File: src/rtl/core/http_chunked_body_decoder_defines.svh
// Assertion macros used by the decoder top, the one file that checks its own logic.
`ifndef HTTP_CHUNKED_BODY_DECODER_DEFINES_SVH
`define HTTP_CHUNKED_BODY_DECODER_DEFINES_SVH

`ifndef SYNTHESIS
`define HCBD_ASSERT(lbl, clk, rst_n, prop) \
	lbl: assert property (@(posedge clk) disable iff (!rst_n) prop) \
		else $error("hcbd check failed");
`define HCBD_NEVER(lbl, clk, rst_n, expr) \
	lbl: assert property (@(posedge clk) disable iff (!rst_n) !(expr)) \
		else $error("hcbd forbidden condition");
`else
`define HCBD_ASSERT(lbl, clk, rst_n, prop)
`define HCBD_NEVER(lbl, clk, rst_n, expr)
`endif

`endif

File: src/rtl/core/hcbd_pkg.sv
`default_nettype none
package hcbd_pkg;

	localparam int COUNT_WIDTH_DEF = 32;

	localparam logic [7:0] BYTE_CR = 8'h0D;
	localparam logic [7:0] BYTE_LF = 8'h0A;

	typedef enum logic [2:0] {
		PH_SIZE    = 3'd0,
		PH_DATA    = 3'd1,
		PH_SKIP1   = 3'd2,
		PH_SKIP2   = 3'd3,
		PH_TRAILER = 3'd4
	} phase_t;

	typedef enum logic [1:0] {
		KIND_FRAME = 2'd0,
		KIND_DATA  = 2'd1,
		KIND_LAST  = 2'd2,
		KIND_DONE  = 2'd3
	} kind_t;

	typedef struct packed {
		phase_t phase;
		logic   prev_was_cr;
		logic   digits_done;
	} ctl_t;

	typedef struct packed {
		kind_t      kind;
		logic [7:0] payload;
	} res_t;

	typedef struct packed {
		logic       is_hex;
		logic [3:0] nibble;
	} hex_t;

	function automatic hex_t hex_value(input logic [7:0] c);
		hex_t h;
		h.is_hex = 1'b1;
		h.nibble = 4'd0;
		if (c >= 8'h30 && c <= 8'h39) begin
			h.nibble = 4'(c - 8'h30);
		end else if (c >= 8'h41 && c <= 8'h46) begin
			h.nibble = 4'(c - 8'h41 + 8'd10);
		end else if (c >= 8'h61 && c <= 8'h66) begin
			h.nibble = 4'(c - 8'h61 + 8'd10);
		end else begin
			h.is_hex = 1'b0;
		end
		return h;
	endfunction

endpackage
`default_nettype wire

File: src/rtl/core/hcbd_step.sv
`default_nettype none
module hcbd_step import hcbd_pkg::*; #(
	parameter int COUNT_WIDTH = COUNT_WIDTH_DEF
) (
	input  wire ctl_t                   ctl,
	input  wire logic [COUNT_WIDTH-1:0] count,
	input  wire logic [7:0]             data_byte,
	output ctl_t                        ctl_nxt,
	output logic [COUNT_WIDTH-1:0]      count_nxt,
	output res_t                        res
);

	hex_t hx;
	logic ends_line;
	logic last_byte;

	assign hx        = hex_value(data_byte);
	assign ends_line = (data_byte == BYTE_LF) && ctl.prev_was_cr;
	assign last_byte = (count[COUNT_WIDTH-1:1] == '0);

	// next state
	always_comb begin
		ctl_nxt   = ctl;
		count_nxt = count;
		case (ctl.phase)
			PH_DATA: begin
				if (last_byte) begin
					count_nxt     = '0;
					ctl_nxt.phase = PH_SKIP1;
				end else begin
					count_nxt = count - COUNT_WIDTH'(1);
				end
			end
			PH_SKIP1: begin
				ctl_nxt.phase = PH_SKIP2;
			end
			PH_SKIP2: begin
				ctl_nxt.phase       = PH_SIZE;
				count_nxt           = '0;
				ctl_nxt.prev_was_cr = 1'b0;
				ctl_nxt.digits_done = 1'b0;
			end
			PH_TRAILER: begin
				ctl_nxt.prev_was_cr = (data_byte == BYTE_CR) && !ends_line;
				if (ends_line) begin
					ctl_nxt.phase       = PH_SIZE;
					count_nxt           = '0;
					ctl_nxt.digits_done = 1'b0;
				end
			end
			default: begin
				ctl_nxt.phase       = PH_SIZE;
				ctl_nxt.prev_was_cr = (data_byte == BYTE_CR) && !ends_line;
				if (ends_line) begin
					ctl_nxt.digits_done = 1'b0;
					ctl_nxt.phase       = (count == '0) ? PH_TRAILER : PH_DATA;
				end else if (!ctl.digits_done) begin
					if (!hx.is_hex) begin
						ctl_nxt.digits_done = 1'b1;
					end else begin
						count_nxt = {count[COUNT_WIDTH-5:0], hx.nibble};
					end
				end
			end
		endcase
	end

	// result
	always_comb begin
		res.kind    = KIND_FRAME;
		res.payload = 8'd0;
		case (ctl.phase)
			PH_DATA: begin
				res.kind    = last_byte ? KIND_LAST : KIND_DATA;
				res.payload = data_byte;
			end
			PH_TRAILER: begin
				if (ends_line) begin
					res.kind = KIND_DONE;
				end
			end
			default: begin
				res.kind = KIND_FRAME;
			end
		endcase
	end

endmodule
`default_nettype wire

File: src/rtl/core/hcbd_out_reg.sv
`default_nettype none
module hcbd_out_reg import hcbd_pkg::*; (
	input  wire logic clk,
	input  wire logic arst_n,
	input  wire logic push,
	input  wire res_t push_res,
	output logic      push_ready,
	output logic      pop_valid,
	input  wire logic pop_ready,
	output res_t      pop_res
);

	logic main_valid_q;
	logic skid_valid_q;
	res_t main_q;
	res_t skid_q;
	logic main_free;

	assign main_free  = pop_ready || !main_valid_q;
	assign push_ready = !skid_valid_q;
	assign pop_valid  = main_valid_q;
	assign pop_res    = main_q;

	always_ff @(posedge clk or negedge arst_n) begin
		if (!arst_n) begin
			main_valid_q <= 1'b0;
			skid_valid_q <= 1'b0;
		end else if (main_free) begin
			if (skid_valid_q) begin
				main_valid_q <= 1'b1;
				skid_valid_q <= 1'b0;
			end else begin
				main_valid_q <= push;
			end
		end else if (push) begin
			skid_valid_q <= 1'b1;
		end
	end

	always_ff @(posedge clk) begin
		if (main_free) begin
			main_q <= skid_valid_q ? skid_q : push_res;
		end else if (push) begin
			skid_q <= push_res;
		end
	end

endmodule
`default_nettype wire

File: src/rtl/core/http_chunked_body_decoder.sv
// channel  | handshake                  | payload
// ---------+----------------------------+--------------
// input    | byte_valid / byte_ready    | data_byte
// output   | result_valid / result_ready| kind, payload
//
// One item per cycle while byte_ready is high; a result appears the cycle after
// its item is taken, later when an earlier result is held back by result_ready.
// Decode state updates at acceptance; a two-entry output register holds results.
// byte_ready drops only when both output entries are full.
// arst_n clears phase, count, line flags and both output valids.
`default_nettype none
`include "http_chunked_body_decoder_defines.svh"
module http_chunked_body_decoder import hcbd_pkg::*; #(
	parameter int COUNT_WIDTH = COUNT_WIDTH_DEF
) (
	input  wire logic       clk,
	input  wire logic       arst_n,
	input  wire logic       byte_valid,
	output logic            byte_ready,
	input  wire logic [7:0] data_byte,
	output logic            result_valid,
	input  wire logic       result_ready,
	output logic [1:0]      kind,
	output logic [7:0]      payload
);

	ctl_t                   ctl_q;
	ctl_t                   ctl_nxt;
	logic [COUNT_WIDTH-1:0] count_q;
	logic [COUNT_WIDTH-1:0] count_nxt;
	res_t                   step_res;
	res_t                   out_res;
	logic                   take;

	assign take = byte_valid && byte_ready;

	hcbd_step #(
		.COUNT_WIDTH(COUNT_WIDTH)
	) u_step (
		.ctl      (ctl_q),
		.count    (count_q),
		.data_byte(data_byte),
		.ctl_nxt  (ctl_nxt),
		.count_nxt(count_nxt),
		.res      (step_res)
	);

	always_ff @(posedge clk or negedge arst_n) begin
		if (!arst_n) begin
			ctl_q.phase       <= PH_SIZE;
			ctl_q.prev_was_cr <= 1'b0;
			ctl_q.digits_done <= 1'b0;
			count_q           <= '0;
		end else if (take) begin
			ctl_q   <= ctl_nxt;
			count_q <= count_nxt;
		end
	end

	hcbd_out_reg u_out (
		.clk       (clk),
		.arst_n    (arst_n),
		.push      (take),
		.push_res  (step_res),
		.push_ready(byte_ready),
		.pop_valid (result_valid),
		.pop_ready (result_ready),
		.pop_res   (out_res)
	);

	assign kind    = out_res.kind;
	assign payload = out_res.payload;

	`HCBD_NEVER(a_data_nonzero, clk, arst_n, ctl_q.phase == PH_DATA && count_q == '0)
	`HCBD_ASSERT(a_stall_has_result, clk, arst_n, !byte_ready |-> result_valid)
	`HCBD_ASSERT(a_skip_order, clk, arst_n, take && ctl_q.phase == PH_SKIP1 |=> ctl_q.phase == PH_SKIP2)
	`HCBD_ASSERT(a_last_to_skip, clk, arst_n, take && ctl_q.phase == PH_DATA && count_q == COUNT_WIDTH'(1) |=> ctl_q.phase == PH_SKIP1)

endmodule
`default_nettype wire

File: config.mk
export PLATFORM = sky130hd
export DESIGN_NAME = http_chunked_body_decoder
export DESIGN_NICKNAME = d
export VERILOG_FILES = /design/src/rtl/core/hcbd_pkg.sv /design/src/rtl/core/hcbd_step.sv /design/src/rtl/core/hcbd_out_reg.sv /design/src/rtl/core/http_chunked_body_decoder.sv
export VERILOG_INCLUDE_DIRS = /design/src /design/src/rtl/core
export SDC_FILE = /design/constraint.sdc
export NUM_CORES = 1
export LEC_CHECK = 0
export BUFFER_PORTS_ARGS = -buffer_cell sky130_fd_sc_hd__buf_2
export CAP_MARGIN = 40
export CORE_ASPECT_RATIO = 1.75
export CORE_UTILIZATION = 40
export CTS_CLUSTER_DIAMETER = 100
export CTS_CLUSTER_SIZE = 40
export DETAILED_ROUTE_END_ITERATION = 8
export PLACE_DENSITY_LB_ADDON = 0.2
export SYNTH_ARGS = -nofsm -noshare
export SYNTH_HDL_FRONTEND = slang
export SYNTH_SLANG_ARGS = --single-unit
File: constraint.sdc
create_clock -name clk -period 6.1 [get_ports clk]
set_clock_uncertainty 0.05 [all_clocks]
set_input_delay 0.915 -clock clk [delete_from_list [all_inputs] [get_ports clk]]
set_output_delay 0.915 -clock clk [all_outputs]
set_load 0.02 [all_outputs]
# --- After elaboration in Yosys (flattened, before gate mapping) ---
# Index checks and enable logic that the tools add are counted.
totals:
  out_inout_bits: 12
  input_bits: 12
  elab_cells: 85
  reg_bits: 59
classes:
  bitwise: 3
  n_addsub: 6
  n_reduce_logical: 20
  muxes: 30
  eq_ne: 10
  magnitude_cmp: 6
ops:
  columns: ["cell", "n"]
  rows:
  - ["2-to-1 mux 32 bit", 5]
  - ["one-hot mux 32 bit (4 select lines)", 1]
  - ["logical NOT 32 bit", 1]
  - ["subtractor 32 x 1 -> 32 bit (second input constant)", 1]
  - ["logical NOT 31 bit", 1]
  - ["equality test 8 x 4 -> 1 bit (second input constant)", 2]
  - [">= comparator 8 x 7 -> 1 bit (second input constant)", 2]
  - ["<= comparator 8 x 7 -> 1 bit (second input constant)", 2]
  - ["2-to-1 mux 3 bit", 4]
  - ["2-to-1 mux 4 bit", 3]
  - ["one-hot mux 3 bit (4 select lines)", 1]
  - ["subtractor 4 x 1 -> 4 bit (second input constant)", 3]
  - ["2-to-1 mux 1 bit", 10]
  - ["2-to-1 mux 10 bit", 1]
  - ["adder 4 bit (second input constant)", 2]
  - [">= comparator 8 x 6 -> 1 bit (second input constant)", 1]
  - ["<= comparator 8 x 6 -> 1 bit (second input constant)", 1]
  - ["2-to-1 mux 8 bit", 1]
  - ["equality test 3 x 2 -> 1 bit (second input constant)", 2]
  - ["logical AND 1 bit", 6]
  - ["one-hot mux 2 bit (3 select lines)", 1]
  - ["AND reduction 3 bit", 2]
  - ["AND reduction 6 bit", 1]
  - ["2-to-1 mux 2 bit", 2]
  - ["13 further kinds", 19]

# --- Logic depth before layout (Yosys ltp) ---
depth:
  word_depth: 9
  depth_mapped: 10
  ltp_nobuf: 7

# --- By module ---
# From an unflattened synthesis, not the netlist that was laid out.
unflattened:
  cells_unflattened: 411
  hier_area_um2: 4106.4
by_module_without_submodules:
  columns: ["mod", "area_per_inst_um2", "seq_area_each_um2", "cells_per_inst", "instances"]
  rows:
  - ["hcbd_step", 1813.0, 0.0, 291, 1]
  - ["http_chunked_body_decoder", 1460.2, 925.9, 80, 1]
  - ["hcbd_out_reg", 833.3, 650.6, 40, 1]

# --- Least setup slack after synthesis ---
# Ideal clock, no wire load.
synth_path:
  path_kind: "input -> register"
  startpoint: "input data_byte[1]"
  endpoint: "register count_q[10]"
  setup_time_ns: 0.132
  stages: 10
  required_time_ns: 5.918
  path_buffers: 3
  arrival_time_ns: 2.798
  setup_slack_ns: 3.121
  cell_sequence: "inv_1 ha_1 or3b_2 and3_1 clkbuf_1 o21a_1 buf_2 o21ai_2 clkbuf_1 o2bb2ai_1"
synth_between:
  elab_chain_len: 7
  elab_cells_between_ends: 18
  cone_classes: "6 x order compare; 3 x eq/ne; 3 x mux; 6 x reduce/logical"
synth_rtl:
  columns: ["item", "line_no", "rtl"]
  rows:
  - ["from (decl)", "http_chunked_body_decoder.sv:20", "input wire logic [7:0] data_byte,"]
  - [">= comparator 8 x 7 -> 1 bit or <= comparator 8 x 7 -> 1 bit (tied branches)", "hcbd_pkg.sv:48", "end else if (c >= 8'h61 && c <= 8'h66) begin"]
  - ["logical AND 1 bit", "hcbd_pkg.sv:48", null]
  - ["2-to-1 mux 1 bit", "hcbd_pkg.sv:48", null]
  - ["2-to-1 mux 1 bit", "hcbd_pkg.sv:46", "end else if (c >= 8'h41 && c <= 8'h46) begin"]
  - ["2-to-1 mux 1 bit", "hcbd_pkg.sv:44", "if (c >= 8'h30 && c <= 8'h39) begin"]
  - ["nonzero test 4 bit (no line)", null, null]
  - ["AND reduction 6 bit (no line) *", null, null]
  - ["to (signal assigned)", "http_chunked_body_decoder.sv:56", "count_q <= count_nxt;"]
  - ["to (decl)", "http_chunked_body_decoder.sv:29", "logic [COUNT_WIDTH-1:0] count_q;"]
# Mark *: on every way between the ends. The rest lies on a longest branch, timed or not.
# A chain may end at the register's enable or synchronous reset.

# --- Final worst setup path ---
layout_path:
  startpoint: "input data_byte[6]"
  endpoint: "register count_q[1]"
layout_between:
  elab_chain_len: 9
  elab_cells_between_ends: 25
  cone_classes: "6 x order compare; 3 x eq/ne; 10 x mux; 6 x reduce/logical"
layout_rtl:
  columns: ["item", "line_no", "rtl"]
  rows:
  - [">= comparator 8 x 7 -> 1 bit or <= comparator 8 x 7 -> 1 bit (tied branches)", "hcbd_pkg.sv:48", null]
  - ["logical AND 1 bit", "hcbd_pkg.sv:48", null]
  - ["2-to-1 mux 4 bit", "hcbd_pkg.sv:48", null]
  - ["2-to-1 mux 4 bit", "hcbd_pkg.sv:46", null]
  - ["2-to-1 mux 4 bit", "hcbd_pkg.sv:44", null]
  - ["2-to-1 mux 32 bit", "hcbd_step.sv:58", "if (!hx.is_hex) begin"]
  - ["2-to-1 mux 32 bit", "hcbd_step.sv:57", "end else if (!ctl.digits_done) begin"]
  - ["2-to-1 mux 32 bit", "hcbd_step.sv:54", "if (ends_line) begin"]
  - ["one-hot mux 32 bit (4 select lines)", "hcbd_step.sv:25", "case (ctl.phase)"]
# Several ways; a longest one is shown, not always the timed one. The select of a mux whose other input is x is not followed.

==> results.sh <==
export IMPL_status="completed"
export IMPL_grt_max_degree=41
export IMPL_io_pins=24
export IMPL_syn2layout_area_growth_pct=12.7
export IMPL_die_area_mm2=0.00991
export IMPL_maxCapViolCount=0
export IMPL_leakagePower_nw=1.62
export IMPL_cts_hold_buffers_added=0
export IMPL_crit_fanout=17
export IMPL_routedWlPerCell_um=21.2
export IMPL_crit_path_end_kind="flip-flop"
export IMPL_worst_path_buf_inv=1
export IMPL_slowest_delay_ps=590
export IMPL_setup_viol=0
export IMPL_synth_cells=386
export IMPL_grt_util_met1=0.268
export IMPL_cp_depth=6
export IMPL_ys_warn_count=0
export IMPL_clk_pin_slew_ps=50
export IMPL_ir_drop_uv=148
export IMPL_antenna_cells=0
export IMPL_r2r_start="count_q[1]"
export IMPL_worst_pin_slew_ps=904
export IMPL_synthFlopType="dfrtp_1"
export IMPL_antenna_left=0
export IMPL_postSynthAreaPerCell_um2=9.84
export IMPL_cp_required_ps=6270
export IMPL_cts_tree="yes"
export IMPL_slew_viol_final=0
export IMPL_cts_sinks=59
export IMPL_arrival_ps=3460
export IMPL_r2r_end="count_q[30]"
export IMPL_clk_latency_ps=340
export IMPL_die_height_um=131
export IMPL_core_area_mm2=0.00915
export IMPL_cts_buffers=9
export IMPL_cts_setup_buffers=0
export IMPL_fillers=880
export IMPL_timing_fmax_mhz=303
export IMPL_yosysSeqAreaShare=0.415
export IMPL_dr_pass1_iters=4
export IMPL_synth_fp_nets=403
export IMPL_vias=3430
export IMPL_setup_tns_ps=0
export IMPL_drt_iter0_drc=223
export IMPL_cts_root_buf="clkbuf_16"
export IMPL_synthArstFlopShare=0.661
export IMPL_met2_usage=0.421
export IMPL_slowest_stage="a31o_1"
export IMPL_criticalPathCategory="in -> reg"
export IMPL_cts_repair_resized=0
export IMPL_cp_cell_sequence="buf_2 -> or4_1 -> or3_1 -> a31o_1 -> a21oi_4 -> mux2_4"
export IMPL_cp_start_kind="input pin"
export IMPL_grt_overflow_total=0
export IMPL_antenna_found_initial=0
export IMPL_grt_pass1_vias=3460
export IMPL_synth_edf_count=20
export IMPL_fin_ws_ps=2800
export IMPL_maxSlewHeadroom=0.397
export IMPL_place_ws_ps=2480
export IMPL_rows=46
export IMPL_synth_cell_types=71
export IMPL_rsz0062_at_grt="no"
export IMPL_power_total_w=0.00103
export IMPL_multi_input_comb_area_mm2=0.00198
export IMPL_grt_usage=0.246
export IMPL_hold_viol=0
export IMPL_port_buffer_count=23
export IMPL_nets=412
export IMPL_ff_latch_area_mm2=0.00158
export IMPL_syn_cell_area_mm2=0.00380
export IMPL_h_tree_depth=3
export IMPL_p_per_area_mw_per_mm2=241
export IMPL_r2r_slack_ps=3090
export IMPL_via_per_inst=6.60
export IMPL_drive_gt1_frac=0.183
export IMPL_crit_family="simple AND/OR/NAND/NOR gates"
export IMPL_initial_core_util=0.415
export IMPL_gp_congestion=0.900
export IMPL_min_path_type="in -> async"
export IMPL_met3_usage=0.0521
export IMPL_period_needed_ps=3300
export IMPL_grt_busiest_layer="met2"
export IMPL_clockBufferDepth=2
export IMPL_grt_pass1_wl_um=17800
export IMPL_die_x_um=75.7
export IMPL_postSynthRegisterBits=59
export IMPL_period_share=0.541
export IMPL_route_final_wire_length_um=11000
export IMPL_dp_hpwl_um=7690
export IMPL_worst_r2r_cell_count=7
export IMPL_post_route_drc_count=0
## kinds of logic (layout without fill, tap and decap cells)
family	after synthesis	after routing	share of synthesized area
AOI/OAI and AO/OA	128	128	0.283
xor gates and xnor gates	1	1	0.00231
adders and majority gates	6	6	0.0191
buffers and inverters	57	71	0.0675
DFF	59	59	0.415
muxes	11	11	0.0342
and+or+nand+nor	124	124	0.179
## Yosys cell counts, types with 3 or more instances
cell | n | area (um^2)
o2bb2ai_1 | 11 | 96.3
nand2_1 | 23 | 86.3
clkbuf_1 | 20 | 75.1
nor2b_1 | 3 | 18.8
a22o_1 | 8 | 70.1
dfrtp_1 | 39 | 976
nand3_1 | 11 | 55.1
nand2b_1 | 3 | 18.8
a22oi_1 | 9 | 67.6
or4_1 | 5 | 37.5
o32ai_1 | 3 | 26.3
mux2_2 | 8 | 90.1
and2_1 | 8 | 50.1
inv_1 | 23 | 86.3
o221ai_1 | 15 | 131
nor2_1 | 26 | 97.6
nor4_1 | 8 | 50.1
ha_1 | 5 | 62.6
edfxtp_1 | 20 | 601
o31ai_1 | 4 | 30.0
buf_2 | 7 | 35.0
nor3_1 | 14 | 70.1
a21oi_1 | 8 | 40.0
o22ai_1 | 16 | 100
a32oi_1 | 12 | 105
a221oi_1 | 12 | 105
buf_6 | 4 | 45.0
nand4_1 | 3 | 18.8
and4_1 | 4 | 35.0
and3_1 | 4 | 25.0
## worst max path at each step
stage                      start          end
global placement    data_byte[0]  count_q[25]
CTS                 data_byte[6]   count_q[1]
finish              data_byte[6]   count_q[1]
floorplan           data_byte[1]  count_q[10]
global route        data_byte[1]  count_q[25]
detailed placement  data_byte[6]   count_q[0]
## report_power, final
group          leakage [nW]  internal [W]  switching [W]  total (W)
Combinational         0.808     0.0000311      0.0000555  0.0000866
Clock                 0.140      0.000312       0.000185   0.000497
Sequential            0.672      0.000428      0.0000186   0.000447
Total                  1.62      0.000772       0.000259    0.00103
## cells in the final DEF, fill, tap and decap left out, types with 9 or more instances in the layout
| cell | synthesis | final |
|---|---|---|
| buf_2 | 7 | 23 |
| a221oi_1 | 12 | 12 |
| o221ai_1 | 15 | 15 |
| inv_1 | 23 | 23 |
| clkbuf_16 | 0 | 9 |
| dfrtp_1 | 39 | 39 |
| edfxtp_1 | 20 | 20 |
| nand2_1 | 23 | 23 |
| nor2_1 | 26 | 26 |
| o2bb2ai_1 | 11 | 11 |
| nand3_1 | 11 | 11 |
| a32oi_1 | 12 | 12 |
| a22oi_1 | 9 | 9 |
| o22ai_1 | 16 | 16 |
| nor3_1 | 14 | 14 |
## cell type report
type,instances,area share
sequential,59,0.368
clock inverter,6,0.0132
clock buffer,10,0.0535
multi-input combinational,270,0.462
tap,120,0.0351
timing repair buffer,31,0.0473
inverter,24,0.0210
## routing by layer
layer	wire (um)	vias up
met3	545	38
met5	0	-
met2	5760	143
met4	578	0
li1	-	1561
met1	4150	1688
## worst register-to-register path, cell delays in order (launching register included)
cell	delay, ps
dfrtp_1	460
inv_1	110
ha_1	350
nor4b_2	460
nand2_1	250
a2111oi_2	880
a32oi_1	230
o2bb2ai_1	160
## per-stage QoR
step / instance area, um^2 / std cells / utilization / hold slack, ps
2_1_floorplan: 3800 / 386 / - / 429
3_3_place_gp: 3940 / 500 / 0.430 / 447
3_5_place_dp: 4000 / 504 / 0.437 / 455
4_1_cts: 4280 / 520 / 0.468 / 465
5_1_grt: 4280 / 520 / 0.468 / 477
6_report: 4280 / 520 / 0.468 / 452
## sequential cells by signal, summed over array words and instances (netlist names)
register and cells:
count_q 32, u_out.pop_res 10, u_out.skid_q 10, ctl_q 5
u_out.pop_valid 1, u_out.skid_valid_q 1
No activity file was read; power rests on OpenSTA's default activity.
